==> config.mk <==
export PLATFORM = sky130hd
export DESIGN_NAME = decay_invariant_mass_hypotheses
export DESIGN_NICKNAME = d
export VERILOG_FILES = /design/src/rtl/dimh_pkg.sv /design/src/rtl/decay_invariant_mass_hypotheses.sv
export SDC_FILE = /design/constraint.sdc
export NUM_CORES = 2
export LEC_CHECK = 0
export CORE_AREA = 2 2 385 234
export DETAILED_ROUTE_END_ITERATION = 8
export DIE_AREA = 0 0 387 236
export DONT_BUFFER_PORTS = 1
export GPL_ROUTABILITY_DRIVEN = 0
export PLACE_DENSITY = 0.75
export REMOVE_ABC_BUFFERS = 1
export SLEW_MARGIN = 20
export SYNTH_ARGS = -nofsm -noshare
export SYNTH_HDL_FRONTEND = slang
export SYNTH_SLANG_ARGS = --single-unit
==> constraint.sdc <==
create_clock -name clk -period 16.2 [get_ports clk]
set_clock_uncertainty 0.05 [all_clocks]
set_input_delay 3.24 -clock clk [delete_from_list [all_inputs] [get_ports clk]]
set_output_delay 3.24 -clock clk [all_outputs]
set_load 0.02 [all_outputs]
==> src/rtl/dimh_pkg.sv <==
// Shared constants for the decay invariant mass block: codes, register map, field widths.
package dimh_pkg;

  localparam int MASS_W   = 20;
  localparam int OUT_W    = 28;
  localparam int MODE_W   = 2;
  localparam int CHARGE_W = 2;
  localparam int CFG_IDX_W = 3;

  localparam logic [OUT_W-1:0] OUT_MAX = {OUT_W{1'b1}};

  // track slots, also the mode codes of the input word
  localparam logic [MODE_W-1:0] MODE_KAON     = 2'd0;
  localparam logic [MODE_W-1:0] MODE_JPSI     = 2'd1;
  localparam logic [MODE_W-1:0] MODE_PION_ONE = 2'd2;
  localparam logic [MODE_W-1:0] MODE_PION_TWO = 2'd3;

  localparam logic [CHARGE_W-1:0] CHG_NEG   = 2'd0;
  localparam logic [CHARGE_W-1:0] CHG_POS   = 2'd1;
  localparam logic [CHARGE_W-1:0] CHG_UNDEF = 2'd2;

  localparam logic [CFG_IDX_W-1:0] REG_PION_MASS   = 3'd0;
  localparam logic [CFG_IDX_W-1:0] REG_KAON_MASS   = 3'd1;
  localparam logic [CFG_IDX_W-1:0] REG_JPSI_MASS   = 3'd2;
  localparam logic [CFG_IDX_W-1:0] REG_WINDOW_LOW  = 3'd3;
  localparam logic [CFG_IDX_W-1:0] REG_WINDOW_HIGH = 3'd4;

  localparam logic [MASS_W-1:0] PION_MASS_RST   = 20'd2233;
  localparam logic [MASS_W-1:0] KAON_MASS_RST   = 20'd7899;
  localparam logic [MASS_W-1:0] JPSI_MASS_RST   = 20'd49550;
  localparam logic [MASS_W-1:0] WINDOW_LOW_RST  = 20'd83232;
  localparam logic [MASS_W-1:0] WINDOW_HIGH_RST = 20'd84000;

endpackage

==> src/rtl/decay_invariant_mass_hypotheses.sv <==
// Top level: four-track invariant mass hypotheses on one shared add/subtract unit.
//
// Input channel (in_valid/in_ready): one word per track; mode selects the slot
// (kaon, J/psi, pion one, pion two). Kaon, J/psi and pion-one words are stored
// and taken while the sequencer stays idle. A pion-two word closes the
// candidate and starts the sequencer; in_ready stays low until the result is
// handed to the output register.
// Output channel (out_valid/out_ready): one word per pion-two word with the
// four-track mass (kaon as pion), the J/psi-kaon-pion mass and the window flag.
// A candidate mass inside the window adds a second pass. Every square runs
// shift-and-add through the one adder, one multiplier bit a cycle, and stops
// when the remaining multiplier bits are zero; every square root yields one
// root bit a cycle on the same adder. Small momenta therefore finish sooner.
// Reset sets the mass and window registers to their defaults, marks both
// stored charges unidentified and empties the output register. Stored momenta
// hold garbage until written. A stalled receiver holds the output word; a
// finished word then waits behind it and in_ready stays low until it moves up.
module decay_invariant_mass_hypotheses
  import dimh_pkg::*;
#(
  parameter int MOM_WIDTH = 28
) (
  input  logic                        clk,
  input  logic                        rst_n,
  input  logic                        cfg_we,
  input  logic [CFG_IDX_W-1:0]        cfg_index,
  input  logic [MASS_W-1:0]           cfg_wdata,
  input  logic                        in_valid,
  output logic                        in_ready,
  input  logic [MODE_W-1:0]           in_mode,
  input  logic signed [MOM_WIDTH-1:0] in_mom_x,
  input  logic signed [MOM_WIDTH-1:0] in_mom_y,
  input  logic signed [MOM_WIDTH-1:0] in_mom_z,
  input  logic [CHARGE_W-1:0]         in_charge_code,
  input  logic [MASS_W-1:0]           in_candidate_mass,
  output logic                        out_valid,
  input  logic                        out_ready,
  output logic [OUT_W-1:0]            out_mass_kaon_as_pion,
  output logic [OUT_W-1:0]            out_mass_jpsi_kaon_pion,
  output logic                        out_in_window
);

  localparam int MW   = MOM_WIDTH;
  localparam int EW   = ((MW > 21) ? MW : 21) + 3;  // energies and roots
  localparam int SW   = 2 * EW;                     // radicands
  localparam int AW   = SW + 2;                     // accumulator, signed
  localparam int SUMW = MW + 2;                     // summed momentum
  localparam int CW   = $clog2(EW);

  typedef enum logic [2:0] {
    S_IDLE, S_LOAD, S_MUL, S_SQRT_INIT, S_SQRT, S_ROUND, S_ACCUM, S_FIN
  } state_t;
  localparam state_t S_OUT_UNUSED = S_IDLE;

  typedef enum logic {S_WAIT_OUT_NO, S_WAIT_OUT_YES} out_wait_t;

  state_t state_r, state_nxt;
  out_wait_t hold_r, hold_nxt;

  logic [MASS_W-1:0] pion_mass_r, kaon_mass_r, jpsi_mass_r, win_low_r, win_high_r;
  logic [CHARGE_W-1:0] kaon_chg_r, kaon_chg_nxt, pion1_chg_r, pion1_chg_nxt;

  logic signed [MW-1:0] trk_x_r [4];
  logic signed [MW-1:0] trk_y_r [4];
  logic signed [MW-1:0] trk_z_r [4];

  logic pass_r, pass_nxt, mph_r, mph_nxt, win_r, win_nxt;
  logic [1:0] cnt_r, cnt_nxt, sq_r, sq_nxt;
  logic [AW-1:0] acc_r, acc_nxt, md_r, md_nxt;
  logic [EW-1:0] mq_r, mq_nxt, root_r, root_nxt, se_r, se_nxt;
  logic [SW-1:0] rad_r, rad_nxt;
  logic [CW-1:0] scnt_r, scnt_nxt;
  logic signed [SUMW-1:0] sx_r, sx_nxt, sy_r, sy_nxt, sz_r, sz_nxt;
  logic [OUT_W-1:0] m1_r, m1_nxt, m2_r, m2_nxt;
  logic out_valid_r, out_valid_nxt, out_win_r, out_win_nxt;
  logic [OUT_W-1:0] out_m1_r, out_m1_nxt, out_m2_r, out_m2_nxt;

  logic in_accept;
  logic [MODE_W-1:0] cur_slot, pion_sel;
  logic has_pion, last_trk;
  logic [MASS_W-1:0] cur_mass;
  logic signed [MW-1:0] trk_c;
  logic signed [SUMW-1:0] sum_c;
  logic [MW-1:0] trk_mag;
  logic [SUMW-1:0] sum_mag;
  logic [EW-1:0] opnd;
  logic [AW-1:0] alu_a, alu_b, alu_sum, remx, trial;
  logic alu_sub, sat;
  logic [OUT_W-1:0] mass_val;

  assign in_ready  = (state_r == S_IDLE) && (hold_r == S_WAIT_OUT_NO);
  assign in_accept = in_valid && in_ready;

  assign out_valid               = out_valid_r;
  assign out_mass_kaon_as_pion   = out_m1_r;
  assign out_mass_jpsi_kaon_pion = out_m2_r;
  assign out_in_window           = out_win_r;

  // pion paired with the kaon: pion one if its charge is opposite, else pion two
  always_comb begin
    has_pion = (kaon_chg_r == CHG_POS) || (kaon_chg_r == CHG_NEG);
    if (kaon_chg_r == CHG_POS) begin
      pion_sel = (pion1_chg_r == CHG_NEG) ? MODE_PION_ONE : MODE_PION_TWO;
    end else begin
      pion_sel = (pion1_chg_r == CHG_POS) ? MODE_PION_ONE : MODE_PION_TWO;
    end
  end

  always_comb begin
    case (cnt_r)
      2'd0:    cur_slot = MODE_JPSI;
      2'd1:    cur_slot = MODE_KAON;
      2'd2:    cur_slot = pass_r ? pion_sel : MODE_PION_ONE;
      default: cur_slot = MODE_PION_TWO;
    endcase
    if (pass_r) begin
      last_trk = (cnt_r == (has_pion ? 2'd2 : 2'd1));
    end else begin
      last_trk = (cnt_r == 2'd3);
    end
    if (cur_slot == MODE_JPSI) begin
      cur_mass = jpsi_mass_r;
    end else if (cur_slot == MODE_KAON && pass_r) begin
      cur_mass = kaon_mass_r;
    end else begin
      cur_mass = pion_mass_r;
    end
  end

  // operand of the next square
  always_comb begin
    case (sq_r)
      2'd1: begin
        trk_c = trk_x_r[cur_slot];
        sum_c = sx_r;
      end
      2'd2: begin
        trk_c = trk_y_r[cur_slot];
        sum_c = sy_r;
      end
      default: begin
        trk_c = trk_z_r[cur_slot];
        sum_c = sz_r;
      end
    endcase
    trk_mag = trk_c[MW-1] ? MW'(-trk_c) : MW'(trk_c);
    sum_mag = sum_c[SUMW-1] ? SUMW'(-sum_c) : SUMW'(sum_c);
    if (sq_r == 2'd0) begin
      opnd = mph_r ? se_r : EW'(cur_mass);
    end else begin
      opnd = mph_r ? EW'(sum_mag) : EW'(trk_mag);
    end
  end

  assign remx  = {acc_r[SW-1:0], rad_r[SW-1:SW-2]};
  assign trial = AW'({root_r, 2'b01});
  assign alu_sum = alu_a + (alu_sub ? ~alu_b : alu_b) + AW'(alu_sub);

  always_comb begin
    sat      = (EW > OUT_W) && ((root_r >> OUT_W) != '0);
    mass_val = sat ? OUT_MAX : OUT_W'(root_r);
  end

  always_comb begin
    state_nxt     = state_r;
    hold_nxt      = hold_r;
    kaon_chg_nxt  = kaon_chg_r;
    pion1_chg_nxt = pion1_chg_r;
    pass_nxt      = pass_r;
    mph_nxt       = mph_r;
    win_nxt       = win_r;
    cnt_nxt       = cnt_r;
    sq_nxt        = sq_r;
    acc_nxt       = acc_r;
    md_nxt        = md_r;
    mq_nxt        = mq_r;
    root_nxt      = root_r;
    se_nxt        = se_r;
    rad_nxt       = rad_r;
    scnt_nxt      = scnt_r;
    sx_nxt        = sx_r;
    sy_nxt        = sy_r;
    sz_nxt        = sz_r;
    m1_nxt        = m1_r;
    m2_nxt        = m2_r;
    out_valid_nxt = out_valid_r;
    out_win_nxt   = out_win_r;
    out_m1_nxt    = out_m1_r;
    out_m2_nxt    = out_m2_r;
    alu_a         = acc_r;
    alu_b         = md_r;
    alu_sub       = 1'b0;

    if (out_valid_r && out_ready) begin
      out_valid_nxt = 1'b0;
    end
    // hand a finished word to the output register once it is free
    if (hold_r == S_WAIT_OUT_YES && (!out_valid_r || out_ready)) begin
      out_valid_nxt = 1'b1;
      out_m1_nxt    = m1_r;
      out_m2_nxt    = m2_r;
      out_win_nxt   = win_r;
      hold_nxt      = S_WAIT_OUT_NO;
    end

    case (state_r)
      S_IDLE: begin
        if (in_accept) begin
          if (in_mode == MODE_KAON) begin
            kaon_chg_nxt = in_charge_code;
          end
          if (in_mode == MODE_PION_ONE) begin
            pion1_chg_nxt = in_charge_code;
          end
          if (in_mode == MODE_PION_TWO) begin
            pass_nxt  = 1'b0;
            mph_nxt   = 1'b0;
            cnt_nxt   = '0;
            sq_nxt    = '0;
            acc_nxt   = '0;
            se_nxt    = '0;
            sx_nxt    = '0;
            sy_nxt    = '0;
            sz_nxt    = '0;
            win_nxt   = (in_candidate_mass > win_low_r) && (in_candidate_mass < win_high_r);
            state_nxt = S_LOAD;
          end
        end
      end
      S_LOAD: begin
        md_nxt    = AW'(opnd);
        mq_nxt    = opnd;
        state_nxt = S_MUL;
      end
      S_MUL: begin
        alu_sub = mph_r && (sq_r != 2'd0);
        if (mq_r == '0) begin
          if (sq_r == 2'd3) begin
            if (mph_r && (acc_r[AW-1] || acc_r == '0)) begin
              // mass squared not positive: clamp to zero
              root_nxt  = '0;
              state_nxt = S_FIN;
            end else begin
              state_nxt = S_SQRT_INIT;
            end
          end else begin
            sq_nxt    = sq_r + 2'd1;
            state_nxt = S_LOAD;
          end
        end else begin
          if (mq_r[0]) begin
            acc_nxt = alu_sum;
          end
          md_nxt = {md_r[AW-2:0], 1'b0};
          mq_nxt = {1'b0, mq_r[EW-1:1]};
        end
      end
      S_SQRT_INIT: begin
        rad_nxt   = acc_r[SW-1:0];
        acc_nxt   = '0;
        root_nxt  = '0;
        scnt_nxt  = CW'(EW - 1);
        state_nxt = S_SQRT;
      end
      S_SQRT: begin
        alu_a   = remx;
        alu_b   = trial;
        alu_sub = 1'b1;
        if (!alu_sum[AW-1]) begin
          acc_nxt  = alu_sum;
          root_nxt = {root_r[EW-2:0], 1'b1};
        end else begin
          acc_nxt  = remx;
          root_nxt = {root_r[EW-2:0], 1'b0};
        end
        rad_nxt = {rad_r[SW-3:0], 2'b00};
        if (scnt_r == '0) begin
          state_nxt = S_ROUND;
        end else begin
          scnt_nxt = scnt_r - CW'(1);
        end
      end
      S_ROUND: begin
        // round up when the remainder exceeds the root
        alu_a   = AW'(root_r);
        alu_b   = acc_r;
        alu_sub = 1'b1;
        if (alu_sum[AW-1]) begin
          root_nxt = root_r + EW'(1);
        end
        state_nxt = mph_r ? S_FIN : S_ACCUM;
      end
      S_ACCUM: begin
        se_nxt  = se_r + root_r;
        sx_nxt  = sx_r + SUMW'(trk_x_r[cur_slot]);
        sy_nxt  = sy_r + SUMW'(trk_y_r[cur_slot]);
        sz_nxt  = sz_r + SUMW'(trk_z_r[cur_slot]);
        acc_nxt = '0;
        sq_nxt  = '0;
        if (last_trk) begin
          mph_nxt = 1'b1;
        end else begin
          cnt_nxt = cnt_r + 2'd1;
        end
        state_nxt = S_LOAD;
      end
      S_FIN: begin
        if (!pass_r) begin
          m1_nxt = mass_val;
          if (win_r) begin
            pass_nxt  = 1'b1;
            mph_nxt   = 1'b0;
            cnt_nxt   = '0;
            sq_nxt    = '0;
            acc_nxt   = '0;
            se_nxt    = '0;
            sx_nxt    = '0;
            sy_nxt    = '0;
            sz_nxt    = '0;
            state_nxt = S_LOAD;
          end else begin
            m2_nxt    = '0;
            hold_nxt  = S_WAIT_OUT_YES;
            state_nxt = S_OUT_UNUSED;
          end
        end else begin
          m2_nxt    = mass_val;
          hold_nxt  = S_WAIT_OUT_YES;
          state_nxt = S_IDLE;
        end
      end
      default: state_nxt = S_IDLE;
    endcase
  end

  // track slots, overwritten by every accepted word
  always_ff @(posedge clk) begin
    if (in_accept) begin
      trk_x_r[in_mode] <= in_mom_x;
      trk_y_r[in_mode] <= in_mom_y;
      trk_z_r[in_mode] <= in_mom_z;
    end
  end

  always_ff @(posedge clk) begin
    if (!rst_n) begin
      state_r     <= S_IDLE;
      hold_r      <= S_WAIT_OUT_NO;
      out_valid_r <= 1'b0;
      kaon_chg_r  <= CHG_UNDEF;
      pion1_chg_r <= CHG_UNDEF;
      pion_mass_r <= PION_MASS_RST;
      kaon_mass_r <= KAON_MASS_RST;
      jpsi_mass_r <= JPSI_MASS_RST;
      win_low_r   <= WINDOW_LOW_RST;
      win_high_r  <= WINDOW_HIGH_RST;
    end else begin
      state_r     <= state_nxt;
      hold_r      <= hold_nxt;
      out_valid_r <= out_valid_nxt;
      kaon_chg_r  <= kaon_chg_nxt;
      pion1_chg_r <= pion1_chg_nxt;
      if (cfg_we) begin
        case (cfg_index)
          REG_PION_MASS:   pion_mass_r <= cfg_wdata;
          REG_KAON_MASS:   kaon_mass_r <= cfg_wdata;
          REG_JPSI_MASS:   jpsi_mass_r <= cfg_wdata;
          REG_WINDOW_LOW:  win_low_r   <= cfg_wdata;
          REG_WINDOW_HIGH: win_high_r  <= cfg_wdata;
          default: ;
        endcase
      end
    end
    pass_r   <= pass_nxt;
    mph_r    <= mph_nxt;
    win_r    <= win_nxt;
    cnt_r    <= cnt_nxt;
    sq_r     <= sq_nxt;
    acc_r    <= acc_nxt;
    md_r     <= md_nxt;
    mq_r     <= mq_nxt;
    root_r   <= root_nxt;
    se_r     <= se_nxt;
    rad_r    <= rad_nxt;
    scnt_r   <= scnt_nxt;
    sx_r     <= sx_nxt;
    sy_r     <= sy_nxt;
    sz_r     <= sz_nxt;
    m1_r     <= m1_nxt;
    m2_r     <= m2_nxt;
    out_win_r <= out_win_nxt;
    out_m1_r <= out_m1_nxt;
    out_m2_r <= out_m2_nxt;
  end

  a_out_window_zero: assert property (@(posedge clk) disable iff (!rst_n)
    out_valid && !out_in_window |-> out_mass_jpsi_kaon_pion == '0)
    else $error("second mass nonzero outside window");

  a_short_word: assert property (@(posedge clk) disable iff (!rst_n)
    in_accept && in_mode != MODE_PION_TWO |=> state_r == S_IDLE)
    else $error("non-closing word started the sequencer");

  a_rem_nonneg: assert property (@(posedge clk) disable iff (!rst_n)
    state_r == S_SQRT |-> !acc_r[AW-1])
    else $error("negative square root remainder");

  a_busy: assert property (@(posedge clk) disable iff (!rst_n)
    state_r != S_IDLE |-> !in_ready)
    else $error("input taken while busy");

endmodule

==> summary.md <==
| Metric | Value |
|---|---|
| Row count | `85` |
| Final hold violation count | `0` |
| Synth Area in Simple Gates | `14.7%` |
| YS warnings | `0` |
| Post-Synth Adder-Cell Area | `approximately 5.7%` |
| Final WL | `149000 um` |
| Dpl hpwl | `105000 um` |
| Minimum clock period | `7.08 ns` |
| Initial Util | `around three fifths` |
| Number of max-cap violations | `0` |
| Antenna violations before repair | `5` |
| Worst Path Max Fanout | `58` |
| Vias in the first global route | `between 30k and 40k` |
| Pwr/cell area | `210 nW/um^2` |
| Compound-cell area share of the yosys netlist | `15.5%` |
| CP cell instances | `inv_1, ha_4, buf_4, nor2_1, buf_4, nor2_1, nor2_1, o211a_1, ha_1, a2111oi_0, nor3_1, o21ai_0, a21oi_1, a41oi_1, a21oi_1, a31oi_1, xor2_1, nor2_1` |
| Crit path arrival time | `between 7 and 8 ns` |
| Fmax | `0.141 GHz` |
| Seq cells post-synth | `943` |
| Worst setup EP type | `flop` |
| Final design area excluding fillers | `56400 um^2` |
| CTS clock-pin slew for the worst setup and hold paths | `0.07 ns` |
| RSZ-0062 raised after global routing | `false` |
| H-tree depth | `3` |
| Yosys top cell by area | `edfxtp_1` |
| First-pass GRT wire length | `roughly 220000 um` |
| Hold-fix buffers, CTS | `0` |
| HP Class | `flop to flop` |
| Post-synthesis mux area share | `roughly 4.7%` |
| Synth Area in XOR/XNOR | `around 4.6%` |
| Area Overhead vs Synth | `7.54%` |
| Die W | `387 um` |
| Leading post-synthesis cells by cell area | `edfxtp_1 48%, ha_1 5.5%, nand2_1 4.9%` |
| GRT overflow | `0` |
| Final worst-path cycle share | `a little over two fifths` |
| Maximum VDD drop | `119 uV` |
| Setup CP Type | `flop to flop` |
| Largest family of logic cells by synthesized area | `compound AO/OA/AOI/OAI gates` |
| Status | `complete, no violations` |
| Clock Tree Root | `clkbuf_16` |
| Fin Setup TNS | `0 ns` |
| CP required | `16.57 ns` |
| Resized Gates After CTS | `0` |
| Hold slack | `between 0.3 and 0.4 ns` |
| DRT iter0 DRCs | `5631` |
| Drc violations | `0` |
| Routed Antenna Nets | `0` |
| Chip height | `236 um` |
| Setup crit end | `sx_r[28]$_SDFFCE_PN0P_` |
| Clk sinks | `943` |
| Post-synth top cells | `834 x edfxtp_1, 681 x nand2_1, 317 x nor2_1, 291 x a21oi_1, 249 x o21ai_0` |
| Worst Setup SP | `cnt_r[0]$_SDFFCE_PN0P_` |
| RR Startpoint | `cnt_r[0]$_SDFFCE_PN0P_` |
| CTS tree | `done` |
| Gr usage total | `approximately 32%` |
| Syn Std Cell Area | `around 52000 um^2` |
| Async SR Flop Fraction | `0%` |
| Reg2reg path depth | `18` |
| Core area | `approximately 88000 um^2` |
| Via count | `39.4k` |
| Synth Flop Type | `edfxtp_1` |
| Syn Inst Count | `4910` |
| Layout cells sized above 1 | `between 6 and 7%` |
| Leak pwr | `between 20 and 25 nW` |
| CP peak stage delay | `0.84 ns` |
| Yosys top cell area share | `47.8%` |
| Postcts setup bufs | `0` |
| Top-count cell post-synth | `edfxtp_1` |
| Final setup violating endpoints | `0` |
| Mapped Avg Cell Area | `approximately 11 um^2` |
| Sequential element share of the synthesized area | `51.9%` |
| CP Launch Type | `flop` |
| Max-slew headroom | `between 10% and 20%` |
| Bufs on Longest Clock Path | `3` |
| Pin count of the biggest net entering global routing | `110` |
| TritonCTS buffer count | `88` |
| Worst-margin pin slew | `1.19 ns` |
| Post-synth cell types | `94` |
| Reg2Reg Setup Slack | `9.12 ns` |
| Slew Limit Fails | `0` |
| DRT Pass-1 Iters | `7` |
| Min-Delay Startpoint | `m1_r[17]$_DFFE_PP_` |
| Die footprint | `around 91000 um^2` |
| Skew-Pair Late Insertion Delay | `0.72 ns` |
| Routed len/inst | `24.7 um` |
| Final nets | `5166` |
| Worst path slowest cell | `a2111oi_0` |
| Cell Area, Placed | `~53000 um^2` |
| Worst r2r dst | `sx_r[28]$_SDFFCE_PN0P_` |
| Most used cell, CP | `nor2_1` |
| Post-synth EDFFs | `834` |
| Port bufs | `0` |
| I/O pin count | `195` |
| Via/cell ratio | `6.51` |
-- metal layers --
metal	vias to the layer above	track usage (%)	part of all wire, %
met2	2491	40.9	38
met3	196	13.6	17
li1	17900	-	-
met1	18800	50.0	44
met4	0	5.91	1.6
met5	-	0	0
-- worst max-delay path: cells and delay by family, from the launching register on --
kind	cells	cell delay, ns
simple gates	5	1.54
buf+inv	3	1.00
flops	1	0.48
fa+ha+maj	2	0.96
compound gates	7	2.50
xor+xnor	1	0.19
-- placed cells by master, fill, tap and decap left out, types with 94 or more instances in the layout --
cell type and n:
nand2_1 680, nand2b_1 107, xnor2_1 182, nand3_1 100, a21oi_1 291, ha_1 228, o21ai_0 246, mux2i_1 163
a21o_1 96, edfxtp_1 834, inv_1 123, xor2_1 94, dfxtp_1 108, nor2_1 312
-- registers in the layout, summed over array words and instances (netlist names), 28 cells and up --
name                     flops
acc_r                       64
m1_r                        28
m2_r                        28
md_r                        64
mq_r                        31
out_mass_jpsi_kaon_pion     28
out_mass_kaon_as_pion       28
rad_r                       62
root_r                      31
se_r                        31
sx_r                        30
sy_r                        30
sz_r                        30
trk_x_r                    112
trk_y_r                    112
trk_z_r                    112
-- stage by stage --
stage / utilization, % / worst slack (ns) / power, mW / std cells
6_report: 63.8 / 9.12 / 11.9 / 6046
4_1_cts: 63.8 / 9.28 / 11.7 / 6045
5_1_grt: 63.8 / 8.72 / 12.5 / 6045
3_3_place_gp: 60.5 / 9.45 / 9.39 / 5879
3_5_place_dp: 60.5 / 9.31 / 9.49 / 5879
2_1_floorplan: - / -1.91 / 7.95 / 4643
-- worst min-delay path by stage --
stage,to,slack [ns],depth (start not counted)
after detailed placement,out_mass_jpsi_kaon_pion[16]$_DFFE_PP_,0.35,0
after CTS,out_mass_jpsi_kaon_pion[9]$_DFFE_PP_,0.36,0
final,out_mass_kaon_as_pion[17]$_DFFE_PP_,0.36,0
after global routing,out_mass_kaon_as_pion[21]$_DFFE_PP_,0.37,0
after global placement,out_mass_kaon_as_pion[21]$_DFFE_PP_,0.35,0
after floorplan,out_mass_jpsi_kaon_pion[0]$_DFFE_PP_,0.35,0
-- power by group --
group          internal (mW)  total [mW]  switching [mW]
Sequential              3.30        3.69           0.385
Combinational           2.26        6.03            3.76
Clock                   1.16        2.15           0.990
Total                   6.72        11.9            5.14
-- logic make-up after synthesis --
| kind of cell | after synthesis |
|---|---|
| xor+xnor | 276 |
| fa+ha+maj | 235 |
| mux | 211 |
| compound gates | 1217 |
| flops | 943 |
| buf+inv | 391 |
| simple gates | 1637 |
-- area by class of cell --
| class | instances | area (um^2) |
|---|---|---|
| Fill cell | 6813 | 32000 |
| Multi-Input combinational cell | 3576 | 23800 |
| Clock inverter | 63 | 618 |
| Antenna cell | 1 | 2.50 |
| Sequential cell | 943 | 27200 |
| Tap cell | 1174 | 1470 |
| Timing Repair Buffer | 62 | 469 |
| Inverter | 124 | 465 |
| Clock buffer | 103 | 2320 |
No activity file was read; power rests on OpenSTA's default activity.
